<file path="src/rtl/tlv_record_parser_unit_macros.svh">
// Assertion macros used by the TLV record parser front end.
`ifndef TLV_RECORD_PARSER_UNIT_MACROS_SVH
`define TLV_RECORD_PARSER_UNIT_MACROS_SVH

`ifndef SYNTHESIS

// Check that a property holds at every clock edge outside reset.
`define TLVP_ASSERT(name, prop, msg) \
  name: assert property (@(posedge clk) disable iff (rst) prop) else $error(msg);

// Check that a condition never holds outside reset.
`define TLVP_ASSERT_NEVER(name, cond, msg) \
  name: assert property (@(posedge clk) disable iff (rst) !(cond)) else $error(msg);

`else

`define TLVP_ASSERT(name, prop, msg)
`define TLVP_ASSERT_NEVER(name, cond, msg)

`endif

`endif

</file>
<file path="src/rtl/tlvp_pkg.sv">
// Types and constants for the TLV record parser.
package tlvp_pkg;

  localparam int unsigned QUEUE_DEPTH_DEFAULT = 2;
  localparam logic [7:0]  MAX_RECORDS_RESET   = 8'd3;

  // Configuration register indexes
  localparam logic REG_MAX_RECORDS = 1'b0;

  // Status codes
  localparam logic [1:0] STATUS_OK        = 2'd0;
  localparam logic [1:0] STATUS_TOO_MANY  = 2'd1;
  localparam logic [1:0] STATUS_TRUNCATED = 2'd2;

  typedef enum logic [1:0] {
    PH_TYPE,
    PH_LEN_LO,
    PH_LEN_HI,
    PH_VALUE
  } phase_t;

  typedef enum logic [2:0] {
    KIND_TYPE,
    KIND_LEN_LO,
    KIND_LEN_HI,
    KIND_VALUE,
    KIND_ERROR
  } kind_t;

  typedef struct packed {
    kind_t       kind;
    logic [7:0]  data;
    logic        done;
    logic        last;
    logic [7:0]  idx;
    logic [1:0]  status;
  } cmd_t;

endpackage

</file>
<file path="src/rtl/tlvp_front.sv">
// Front end: tracks record framing and classifies each byte into a command.
`include "tlv_record_parser_unit_macros.svh"

module tlvp_front
  import tlvp_pkg::*;
(
  input  logic       clk,
  input  logic       rst,
  input  logic [7:0] max_records,
  input  logic       in_valid,
  input  logic       in_ready,
  input  logic [7:0] byte_value,
  input  logic       buffer_end,
  output cmd_t       cmd
);

  phase_t      phase, phase_next;
  logic [7:0]  len_lo, len_lo_next;
  logic [15:0] bytes_left, bytes_left_next;
  logic [7:0]  record_count, record_count_next;
  logic        error, error_next;

  logic        accept;
  logic        err_now;
  logic        done;
  logic [15:0] full_len;

  assign accept   = in_valid && in_ready;
  assign err_now  = error || (phase == PH_TYPE && record_count >= max_records);
  assign full_len = {byte_value, len_lo};

  // Next state
  always_comb begin
    phase_next        = phase;
    len_lo_next       = len_lo;
    bytes_left_next   = bytes_left;
    record_count_next = record_count;
    error_next        = err_now;
    done              = 1'b0;
    if (!err_now) begin
      unique case (phase)
        PH_TYPE: begin
          phase_next = PH_LEN_LO;
        end
        PH_LEN_LO: begin
          len_lo_next = byte_value;
          phase_next  = PH_LEN_HI;
        end
        PH_LEN_HI: begin
          if (full_len == 16'd0) begin
            done = 1'b1;
          end else begin
            bytes_left_next = full_len;
            phase_next      = PH_VALUE;
          end
        end
        PH_VALUE: begin
          bytes_left_next = bytes_left - 16'd1;
          done            = (bytes_left == 16'd1);
        end
      endcase
      if (done) begin
        phase_next        = PH_TYPE;
        record_count_next = record_count + 8'd1;
      end
    end
    if (buffer_end) begin
      phase_next        = PH_TYPE;
      bytes_left_next   = 16'd0;
      record_count_next = 8'd0;
      error_next        = 1'b0;
    end
  end

  // Command for the back end
  always_comb begin
    cmd.data   = byte_value;
    cmd.last   = buffer_end;
    cmd.idx    = record_count;
    cmd.done   = done;
    cmd.status = STATUS_OK;
    if (err_now) begin
      cmd.kind   = KIND_ERROR;
      cmd.status = STATUS_TOO_MANY;
    end else begin
      unique case (phase)
        PH_TYPE:   cmd.kind = KIND_TYPE;
        PH_LEN_LO: cmd.kind = KIND_LEN_LO;
        PH_LEN_HI: cmd.kind = KIND_LEN_HI;
        PH_VALUE:  cmd.kind = KIND_VALUE;
      endcase
      if (buffer_end && !done) begin
        cmd.status = STATUS_TRUNCATED;
      end
    end
  end

  always_ff @(posedge clk) begin
    if (rst) begin
      phase        <= PH_TYPE;
      len_lo       <= 8'd0;
      bytes_left   <= 16'd0;
      record_count <= 8'd0;
      error        <= 1'b0;
    end else if (accept) begin
      phase        <= phase_next;
      len_lo       <= len_lo_next;
      bytes_left   <= bytes_left_next;
      record_count <= record_count_next;
      error        <= error_next;
    end
  end

  `TLVP_ASSERT(a_error_sticky, error && !(accept && buffer_end) |=> error, "error flag dropped inside a buffer")
  `TLVP_ASSERT_NEVER(a_value_has_bytes, phase == PH_VALUE && bytes_left == 16'd0, "value phase with no bytes left")
  `TLVP_ASSERT(a_end_clears, accept && buffer_end |=> phase == PH_TYPE && record_count == 8'd0 && !error, "buffer end did not clear framing state")

endmodule

</file>
<file path="src/rtl/tlvp_queue.sv">
// Small FIFO of commands between the front and back ends.
module tlvp_queue
  import tlvp_pkg::*;
#(
  parameter int unsigned DEPTH = QUEUE_DEPTH_DEFAULT
) (
  input  logic clk,
  input  logic rst,
  input  logic push_valid,
  output logic push_ready,
  input  cmd_t push_cmd,
  output logic pop_valid,
  input  logic pop_ready,
  output cmd_t pop_cmd
);

  localparam int unsigned PTR_W = (DEPTH > 1) ? $clog2(DEPTH) : 1;
  localparam int unsigned CNT_W = $clog2(DEPTH + 1);
  localparam logic [PTR_W-1:0] LAST_PTR = PTR_W'(DEPTH - 1);
  localparam logic [CNT_W-1:0] FULL_CNT = CNT_W'(DEPTH);

  cmd_t             entries [DEPTH];
  logic [PTR_W-1:0] head, tail;
  logic [CNT_W-1:0] count;
  logic             push, pop;

  assign push_ready = (count != FULL_CNT);
  assign pop_valid  = (count != '0);
  assign pop_cmd    = entries[head];
  assign push       = push_valid && push_ready;
  assign pop        = pop_valid && pop_ready;

  always_ff @(posedge clk) begin
    if (push) begin
      entries[tail] <= push_cmd;
    end
  end

  always_ff @(posedge clk) begin
    if (rst) begin
      head  <= '0;
      tail  <= '0;
      count <= '0;
    end else begin
      if (push) begin
        tail <= (tail == LAST_PTR) ? '0 : tail + PTR_W'(1);
      end
      if (pop) begin
        head <= (head == LAST_PTR) ? '0 : head + PTR_W'(1);
      end
      if (push && !pop) begin
        count <= count + CNT_W'(1);
      end else if (pop && !push) begin
        count <= count - CNT_W'(1);
      end
    end
  end

endmodule

</file>
<file path="src/rtl/tlvp_back.sv">
// Back end: holds record type and length and drives the result register.
module tlvp_back
  import tlvp_pkg::*;
(
  input  logic        clk,
  input  logic        rst,
  input  logic        cmd_valid,
  output logic        cmd_ready,
  input  cmd_t        cmd,
  output logic        out_valid,
  input  logic        out_ready,
  output logic [7:0]  record_type,
  output logic [15:0] record_length,
  output logic [7:0]  value_byte,
  output logic        value_valid,
  output logic        record_done,
  output logic [7:0]  record_index,
  output logic [1:0]  status,
  output logic        buffer_done
);

  logic [7:0]  cur_type, cur_type_next;
  logic [15:0] cur_len, cur_len_next;
  logic [7:0]  res_type;
  logic [15:0] res_len;
  logic [7:0]  res_byte;
  logic        res_vvalid;
  logic        take;

  assign cmd_ready = !out_valid || out_ready;
  assign take      = cmd_valid && cmd_ready;

  always_comb begin
    cur_type_next = cur_type;
    cur_len_next  = cur_len;
    res_byte      = 8'd0;
    res_vvalid    = 1'b0;
    unique case (cmd.kind)
      KIND_TYPE: begin
        cur_type_next = cmd.data;
        cur_len_next  = 16'd0;
      end
      KIND_LEN_LO: cur_len_next = {8'd0, cmd.data};
      KIND_LEN_HI: cur_len_next = {cmd.data, cur_len[7:0]};
      KIND_VALUE: begin
        res_byte   = cmd.data;
        res_vvalid = 1'b1;
      end
      default: ;
    endcase
    res_type = cur_type_next;
    res_len  = cur_len_next;
    if (cmd.kind == KIND_ERROR) begin
      res_type = 8'd0;
      res_len  = 16'd0;
    end
  end

  always_ff @(posedge clk) begin
    if (rst) begin
      out_valid <= 1'b0;
      cur_type  <= 8'd0;
      cur_len   <= 16'd0;
    end else begin
      if (take) begin
        out_valid <= 1'b1;
        cur_type  <= cur_type_next;
        cur_len   <= cur_len_next;
      end else if (out_ready) begin
        out_valid <= 1'b0;
      end
    end
  end

  always_ff @(posedge clk) begin
    if (take) begin
      record_type   <= res_type;
      record_length <= res_len;
      value_byte    <= res_byte;
      value_valid   <= res_vvalid;
      record_done   <= cmd.done;
      record_index  <= cmd.idx;
      status        <= cmd.status;
      buffer_done   <= cmd.last;
    end
  end

endmodule

</file>
<file path="src/rtl/tlv_record_parser_unit.sv">
// Top level of the TLV record parser: config register, front end, queue, back end.
//
//   channel   dir  handshake            payload
//   in        in   in_valid/in_ready    byte_value, buffer_end
//   out       out  out_valid/out_ready  record_type, record_length, value_byte,
//                                       value_valid, record_done, record_index,
//                                       status, buffer_done
//   config    in   APB psel/penable     paddr, pwrite, pwdata, prdata, pready
//
// One byte per clock while the output keeps up: the front end classifies a byte
// in the cycle it is accepted, the command is registered in the queue, and the
// back end registers its result when it takes that entry from the queue.
// Synchronous active-high reset clears framing state, the queue and out_valid;
// max_records returns to 3.
// An output stall fills the queue; in_ready drops only once the queue is full.
module tlv_record_parser_unit
  import tlvp_pkg::*;
#(
  parameter int unsigned QUEUE_DEPTH = QUEUE_DEPTH_DEFAULT
) (
  input  logic        clk,
  input  logic        rst,
  // APB configuration port
  input  logic        psel,
  input  logic        penable,
  input  logic        pwrite,
  input  logic [2:0]  paddr,
  input  logic [31:0] pwdata,
  output logic [31:0] prdata,
  output logic        pready,
  // Byte input
  input  logic        in_valid,
  output logic        in_ready,
  input  logic [7:0]  byte_value,
  input  logic        buffer_end,
  // Result output
  output logic        out_valid,
  input  logic        out_ready,
  output logic [7:0]  record_type,
  output logic [15:0] record_length,
  output logic [7:0]  value_byte,
  output logic        value_valid,
  output logic        record_done,
  output logic [7:0]  record_index,
  output logic [1:0]  status,
  output logic        buffer_done
);

  logic [7:0] max_records;
  logic       reg_index;
  logic       cfg_write;

  cmd_t front_cmd;
  cmd_t back_cmd;
  logic back_valid;
  logic back_ready;

  // Register index comes from the word address; writes past the list are dropped.
  assign reg_index = paddr[2];
  assign pready    = 1'b1;
  assign cfg_write = psel && penable && pwrite && pready;

  always_ff @(posedge clk) begin
    if (rst) begin
      max_records <= MAX_RECORDS_RESET;
    end else if (cfg_write && reg_index == REG_MAX_RECORDS) begin
      max_records <= pwdata[7:0];
    end
  end

  // Read back the register; anything past the list reads as zero.
  always_comb begin
    prdata = 32'd0;
    if (reg_index == REG_MAX_RECORDS) begin
      prdata = {24'd0, max_records};
    end
  end

  // Classify each accepted byte; the front end advances only on a transaction.
  tlvp_front u_front (
    .clk         (clk),
    .rst         (rst),
    .max_records (max_records),
    .in_valid    (in_valid),
    .in_ready    (in_ready),
    .byte_value  (byte_value),
    .buffer_end  (buffer_end),
    .cmd         (front_cmd)
  );

  // Hold commands while the output side stalls; its free space sets in_ready.
  tlvp_queue #(
    .DEPTH (QUEUE_DEPTH)
  ) u_queue (
    .clk        (clk),
    .rst        (rst),
    .push_valid (in_valid),
    .push_ready (in_ready),
    .push_cmd   (front_cmd),
    .pop_valid  (back_valid),
    .pop_ready  (back_ready),
    .pop_cmd    (back_cmd)
  );

  // Build the result fields and drive the output register.
  tlvp_back u_back (
    .clk           (clk),
    .rst           (rst),
    .cmd_valid     (back_valid),
    .cmd_ready     (back_ready),
    .cmd           (back_cmd),
    .out_valid     (out_valid),
    .out_ready     (out_ready),
    .record_type   (record_type),
    .record_length (record_length),
    .value_byte    (value_byte),
    .value_valid   (value_valid),
    .record_done   (record_done),
    .record_index  (record_index),
    .status        (status),
    .buffer_done   (buffer_done)
  );

endmodule

</file>
<file path="config.mk">
export PLATFORM = sky130hd
export DESIGN_NAME = tlv_record_parser_unit
export DESIGN_NICKNAME = d
export VERILOG_FILES = /design/src/rtl/tlvp_pkg.sv /design/src/rtl/tlvp_front.sv /design/src/rtl/tlvp_queue.sv /design/src/rtl/tlvp_back.sv /design/src/rtl/tlv_record_parser_unit.sv
export VERILOG_INCLUDE_DIRS = /design/src /design/src/rtl
export SDC_FILE = /design/constraint.sdc
export NUM_CORES = 1
export LEC_CHECK = 0
export ABC_AREA = 1
export BUFFER_PORTS_ARGS = -buffer_cell sky130_fd_sc_hd__buf_2
export CAP_MARGIN = 20
export CORE_ASPECT_RATIO = 2
export CORE_MARGIN = 4
export CORE_UTILIZATION = 57
export DETAILED_ROUTE_END_ITERATION = 7
export PLACE_DENSITY_LB_ADDON = 0.2
export SLEW_MARGIN = 20
export SYNTH_ARGS = -nofsm -noshare
export SYNTH_HDL_FRONTEND = slang
export SYNTH_HIERARCHICAL = 1
export SYNTH_SLANG_ARGS = --single-unit
</file>
<file path="constraint.sdc">
create_clock -name clk -period 2.7 [get_ports clk]
set_input_delay 0.54 -clock clk [delete_from_list [all_inputs] [get_ports clk]]
set_output_delay 0.54 -clock clk [all_outputs]
set_load 0.05 [all_outputs]
</file>
==> flow_metrics.tcl, run 1 <==
set metrics [dict create \
    slowest_delay_ns 0.73 \
    drt-pass1-iter-count 5 \
    required_ns 2.82 \
    ff2ff_setup_slack_ns 0.51 \
    cap_violations 0 \
    cp_max_fo 24 \
    root_buffer "clkbuf_16" \
    post-place-ws_ns 0.5029 \
    holdPathStages 3 \
    antenna_found_initial 0 \
    clock-sinks 164 \
    yosys.cell_types.count 40 \
    crit_type "reg -> reg" \
    syn_inst 976 \
    synth_flop_cell "edfxtp_1" \
    cp_cell_sequence "buf_4, mux2_2, inv_2, nor3_4, a21oi_1" \
    ctsResizeCount 0 \
    filler_cell_count 1211 \
    core_area_mm2 0.01435 \
    start_kind "register" \
    design.die.area_mm2 0.01666 \
    io_pins 131 \
    dp_hpwl_um 12350 \
    synth_seq_cells 164 \
    rows 62 \
    crit_path_top_delay_cell "nor3_4" \
    cts_tree "yes" \
    p_leak_uw 0.004205 \
    slew_viol_final 0 \
    gp_congestion 0.8625 \
    synthesis.area_mm2 0.008292 \
    finalWorstSetupSlack_ns 0.5141 \
    clkLatencyLatePin_ns 0.42 \
    period_needed_ns 2.186 \
    drive_gt1_frac 0.1915 \
    r2r-end "u_back/record_type[2]" \
    synth-async-reset-ratio 0 \
    syn2layout_area_growth_pct 11.53 \
    clkTransAtPathRegs_ns 0.06 \
    grt_overflow 0 \
    grt_pass1_wl_um 27900 \
    hold_path.class "in -> reg" \
    fin_skew_ns 0.007921 \
    finalHoldViolCount 0 \
    cp-end-kind "register" \
    fin_crit_sh 0.8096 \
    setup_viol 0 \
    setup_tns_ns 0 \
    start_util 0.5778 \
    p_per_area_mw_per_mm2 1186 \
    grt_pass1_vias 5976 \
    ctsHtreeMaxLevel 4 \
    min_to "max_records[1]" \
    peakVddDrop_v 0.0006265 \
    ys_warn_count 6 \
    ff2ff_path_depth 5 \
    drt_iter0_markers 334 \
    drc 0 \
    die_h_um 178.6 \
    grt_max_degree 62 \
    num_vias 6362 \
    synth_edf_count 91 \
    grt_setup_unrepaired "no" \
    hp-start "pwdata[1]" \
    synth_seq_area_share 0.5058 \
    portBuffers 79 \
    die_w_um 93.29 \
    gr-usage-all-layers 0.2148 \
    fmax_mhz 457.5 \
    synth_area_per_cell_um2 8.496 \
    cts_hold_buf 0 \
    outcome "complete, no violations" \
    routed_via_density 5.081 \
    wirelength_um 17090 \
    wl_per_cell_um 13.65 \
    arrival_ns 2.31 \
    ant_nets 0 \
    num-nets-final 1114 \
    relSlewSlack 0.3728 \
    cts_setup_buffers 0 \
    worst_pin_slew_ns 0.9378 \
    cts.path.max_buffers 2 \
    cts_buffers 17 \
    antenna_cells 0 \
]
-- where the power goes --
group / switching, uW / internal, uW / total (uW) / leakage [uW]
Sequential: 297 / 3590 / 3880 / 0.00148
Combinational: 3520 / 1250 / 4770 / 0.00246
Clock: 988 / 1330 / 2310 / 0.000269
-- state kept, by name, indices dropped and copies added, names as in the netlist, 8 cells and up, named ones only --
| register | cells |
|---|---|
| u_back/record_type | 8 |
| u_back/cur_type | 8 |
| u_front/record_count | 8 |
| u_front/len_lo | 8 |
| u_front/bytes_left | 16 |
| u_back/value_byte | 8 |
| u_back/record_index | 8 |
| u_queue/entries | 46 |
| u_back/cur_len | 16 |
| u_back/record_length | 16 |
| max_records | 8 |
-- logic make-up (layout without fill, tap and decap cells) --
group,count (synthesis),in the layout,synth area share
simple gates,448,448,0.2434
buf+inv,218,279,0.1275
flops,164,164,0.5058
compound gates,104,104,0.06594
mux,23,23,0.03124
fa+ha+maj,16,16,0.02414
other cells,2,25,0.0009057
xor+xnor,1,1,0.001056
-- layout make-up --
cell class / count / area (um2) / area share
inverter: 151 / 568.0 / 0.06143
clock buffer: 19 / 452.9 / 0.04898
sequential: 164 / 4194 / 0.4535
multi-input combinational: 617 / 3132 / 0.3387
timing repair buffer: 96 / 535.5 / 0.05791
clock inverter: 13 / 125.1 / 0.01353
tap: 192 / 240.2 / 0.02598
-- synthesized netlist by cell type, types with 2 or more instances --
library cell	count	share of area
inv_1	144	0.065
nand3_2	3	0.0036
a21oi_2	6	0.0063
buf_2	8	0.0048
inv_2	4	0.0018
nor2_1	107	0.048
buf_1	2	0.00091
nor2_4	2	0.0027
o21ai_0	21	0.013
mux2_2	23	0.031
conb_1	2	0.00091
nand2_2	4	0.0030
nand2_1	199	0.090
buf_6	8	0.011
clkbuf_1	7	0.0032
a21oi_1	73	0.044
nand3_4	2	0.0042
nand3_1	73	0.044
dfxtp_1	73	0.18
o21ai_1	2	0.0012
nand4_1	23	0.017
buf_4	40	0.036
nor3_1	5	0.0030
nor2_2	23	0.017
ha_1	16	0.024
edfxtp_1	91	0.33
clkinv_1	2	0.00091
-- metrics by stage --
| step | util | total power (uW) | std cells | hold slack, ns | instance area (um2) |
|---|---|---|---|---|---|
| final | 0.6444 | 10970 | 1252 | 0.3252 | 9248 |
| after CTS | 0.6444 | 11030 | 1252 | 0.3150 | 9248 |
| after global placement | 0.6041 | 8606 | 1220 | 0.4568 | 8670 |
| after floorplan | - | 7772 | 999 | 0.4416 | 8378 |
| after global routing | 0.6444 | 11650 | 1252 | 0.3152 | 9248 |
| after detailed placement | 0.6041 | 8690 | 1220 | 0.4604 | 8670 |
-- critical path: cells and delay by family, from the launching register on --
kind / cells / cell delay, ns
flip-flops: 1 / 0.38
AO/OA/AOI/OAI: 1 / 0.15
AND/OR/NAND/NOR: 1 / 0.73
multiplexers: 1 / 0.25
buffers and inverters: 2 / 0.35
-- worst max-delay path by stage --
stage / end / cells after the start
after floorplan: u_queue/entries[0][0] / 4
after global placement: u_back/record_type[2] / 5
after detailed placement: u_back/record_type[2] / 5
after CTS: u_back/record_type[2] / 5
after global routing: u_back/record_type[2] / 5
final: u_back/record_type[2] / 5
-- placed cells by master (no fill, tap or decap), drive strengths merged --
master and instances:
clkinvlp 5, clkbuf 19, edfxtp 91, dfxtp 73, clkinv 7, ha 16
nand2 204, nor4 1, o21ai 23, nand3 78, a21oi 79, or2 1
nor3 6, nor2 133, bufinv 1, buf 96, inv 151, a31oi 1
mux2 23, conb 25, nor3b 1, xor2 1, and3 1, o211ai 1
nand4 23
-- routing by layer --
layer | vias to the layer above | global-route usage | part of all wire
li1 | 3231 | - | -
met1 | 2885 | 0.2144 | 0.35
met2 | 192 | 0.4072 | 0.57
met3 | 54 | 0.03757 | 0.045
met4 | 0 | 0.1193 | 0.039
met5 | - | 0 | 0
No activity file was read; power rests on OpenSTA's default activity.
==> run 2, diff against run 1 <==
--- a/config.mk
+++ b/config.mk
@@ -11,7 +11,7 @@
 export CAP_MARGIN = 20
 export CORE_ASPECT_RATIO = 2
 export CORE_MARGIN = 4
-export CORE_UTILIZATION = 57
+export CORE_UTILIZATION = 52
 export DETAILED_ROUTE_END_ITERATION = 7
 export PLACE_DENSITY_LB_ADDON = 0.2
 export SLEW_MARGIN = 20
==> constraint.sdc (replaced) <==
create_clock -name clk -period 1.8 [get_ports clk]
set_input_delay 0.36 -clock clk [delete_from_list [all_inputs] [get_ports clk]]
set_output_delay 0.36 -clock clk [all_outputs]
set_load 0.05 [all_outputs]
==> flow_metrics.tcl, run 2 (synthesis gave the netlist of run 1 again) <==
set metrics [dict create \
    setup_viol 14 \
    cp-end-kind "register" \
    peakVddDrop_v 0.0007943 \
    start_util 0.5283 \
    required_ns 2.12 \
    layout_common_cells "nand2_1, inv_1, nor2_1" \
    design.die.area_mm2 0.01815 \
    cp_max_fo 6 \
    p_per_area_mw_per_mm2 1752 \
    dp_cells 1274 \
    start_kind "register" \
    cap_violations 0 \
    grt_setup_unrepaired "yes" \
    finalHoldViolCount 0 \
    portBuffers 79 \
    ctsHtreeMaxLevel 4 \
    layout_commonest_cell "nand2_1" \
    root_buffer "clkbuf_16" \
    slew_viol_final 0 \
    grt_overflow 0 \
    hp-start "pwdata[0]" \
    wl_met2_um 10540 \
    routed_via_density 5.108 \
    grt_max_degree 62 \
    cts_buffers 17 \
    outcome "complete, but fails checks" \
    cts.path.max_buffers 2 \
    antenna_found_initial 0 \
    gr-usage-all-layers 0.1991 \
    clkTransAtPathRegs_ns 0.06 \
    holdPathStages 3 \
    wl_per_cell_um 14.08 \
    arrival_ns 2.15 \
    crit_type "reg -> reg" \
    die_w_um 97.29 \
    r2r-end "u_front/bytes_left[14]" \
    core_area_mm2 0.01570 \
    fin_crit_sh 1.018 \
    drt_iter0_markers 369 \
    fin_skew_ns 0.006696 \
    drive_gt1_frac 0.2779 \
    largest_register_ff_count 46 \
    hold_path.class "in -> reg" \
    ff2ff_path_depth 16 \
    ff2ff_setup_slack_ns -0.03 \
    grt_pass1_wl_um 29110 \
    period_needed_ns 1.833 \
    num_vias 6707 \
    gp_congestion 0.8987 \
    cts_tree "yes" \
    clock-sinks 164 \
    clkLatencyLatePin_ns 0.42 \
    setup_tns_ns -0.1837 \
    die_h_um 186.6 \
    grt_pass1_vias 6389 \
    fmax_mhz 545.5 \
    antenna_cells 0 \
    drt-met1-wl_um 6201 \
    maxUsedRoutingLayer "met4" \
    syn2layout_area_growth_pct 20.64 \
    min_to "max_records[0]" \
    ant_nets 0 \
    final_cells 1313 \
    wirelength_um 18480 \
    fin_util 0.6373 \
    finalWorstSetupSlack_ns -0.03315 \
    io_pins 131 \
    largest-register "u_queue/entries" \
    wl_met3_um 816 \
    drc 0 \
    r2r_start "u_front/record_count[0]" \
    num-nets-final 1166 \
    dp_hpwl_um 13130 \
    p_leak_uw 0.004542 \
    violations "setup timing" \
    rows 65 \
    drt-pass1-iter-count 6 \
]
==> run 2: power by group <==
group,leakage (uW),switching [uW],total [uW],internal (uW)
clock,0.000294,1500,3690,2190
combinational,0.00276,5660,8040,2380
sequential,0.00148,420,5810,5380
==> run 2: area by class of cell <==
| type | count | area, um2 |
|---|---|---|
| fillers | 1341 | 5693 |
| flip-flops and latches | 164 | 4209 |
| clock buffers | 20 | 467.9 |
| inverters | 151 | 570.5 |
| repair buffers | 146 | 994.7 |
| multi-input cells | 619 | 3368 |
| clock inverters | 12 | 141.4 |
| well taps | 201 | 251.5 |
==> run 2: timing repair <==
action / in CTS / in global routing
endpoints found under the setup margin: 37 / 43
pin swaps: 0 / 18
hold buffers: 0 / 0
buffers inserted: 0 / 2
cloned: 1 / 4
gates resized for setup: 13 / 59
endpoints found under the hold margin: 0 / 0
==> run 2: metrics by stage <==
step / setup slack, ns / hold WS [ns] / area [um2] / power [uW]
global route: -0.1461 / 0.1598 / 10000 / 18580
finish: -0.03315 / 0.1509 / 10000 / 17530
floorplan: -0.2050 / 0.4291 / 8384 / 11660
global placement: -0.1199 / 0.4532 / 9057 / 13310
CTS: -0.02113 / 0.1367 / 9726 / 17230
detailed placement: -0.1161 / 0.4643 / 9057 / 13440
==> run 2: worst max path at each step <==
stage	slack, ns	cells past startpoint	from	endpoint
after floorplan	-0.20	4	u_queue/count[0]	u_queue/entries[0][0]
after global placement	-0.12	12	max_records[7]	u_front/len_lo[5]
after detailed placement	-0.12	12	max_records[7]	u_front/len_lo[7]
after CTS	-0.02	11	max_records[7]	u_queue/entries[1][11]
after global routing	-0.15	16	u_front/record_count[0]	u_front/bytes_left[14]
final	-0.03	16	u_front/record_count[0]	u_front/bytes_left[14]
==> run 2: worst max-delay path: stages (launching register included) <==
cell       delay (ns)
dfxtp_2          0.33
inv_2            0.04
ha_4             0.25
inv_2            0.02
nand2_1          0.04
nand2_1          0.04
nand2_1          0.06
nand2_1          0.05
nand2_1          0.07
nand2_1          0.07
nand2_2          0.11
nand3_4          0.12
nand3_4          0.19
clkbuf_16        0.19
nand2_2          0.05
nand2_1          0.07
nor2_2           0.03
==> run 2: metal layers <==
| layer | track usage | vias up |
|---|---|---|
| met5 | 0 | - |
| met4 | 0.1115 | 0 |
| met3 | 0.03554 | 70 |
| met2 | 0.3954 | 243 |
| met1 | 0.1838 | 3051 |
| li1 | - | 3343 |
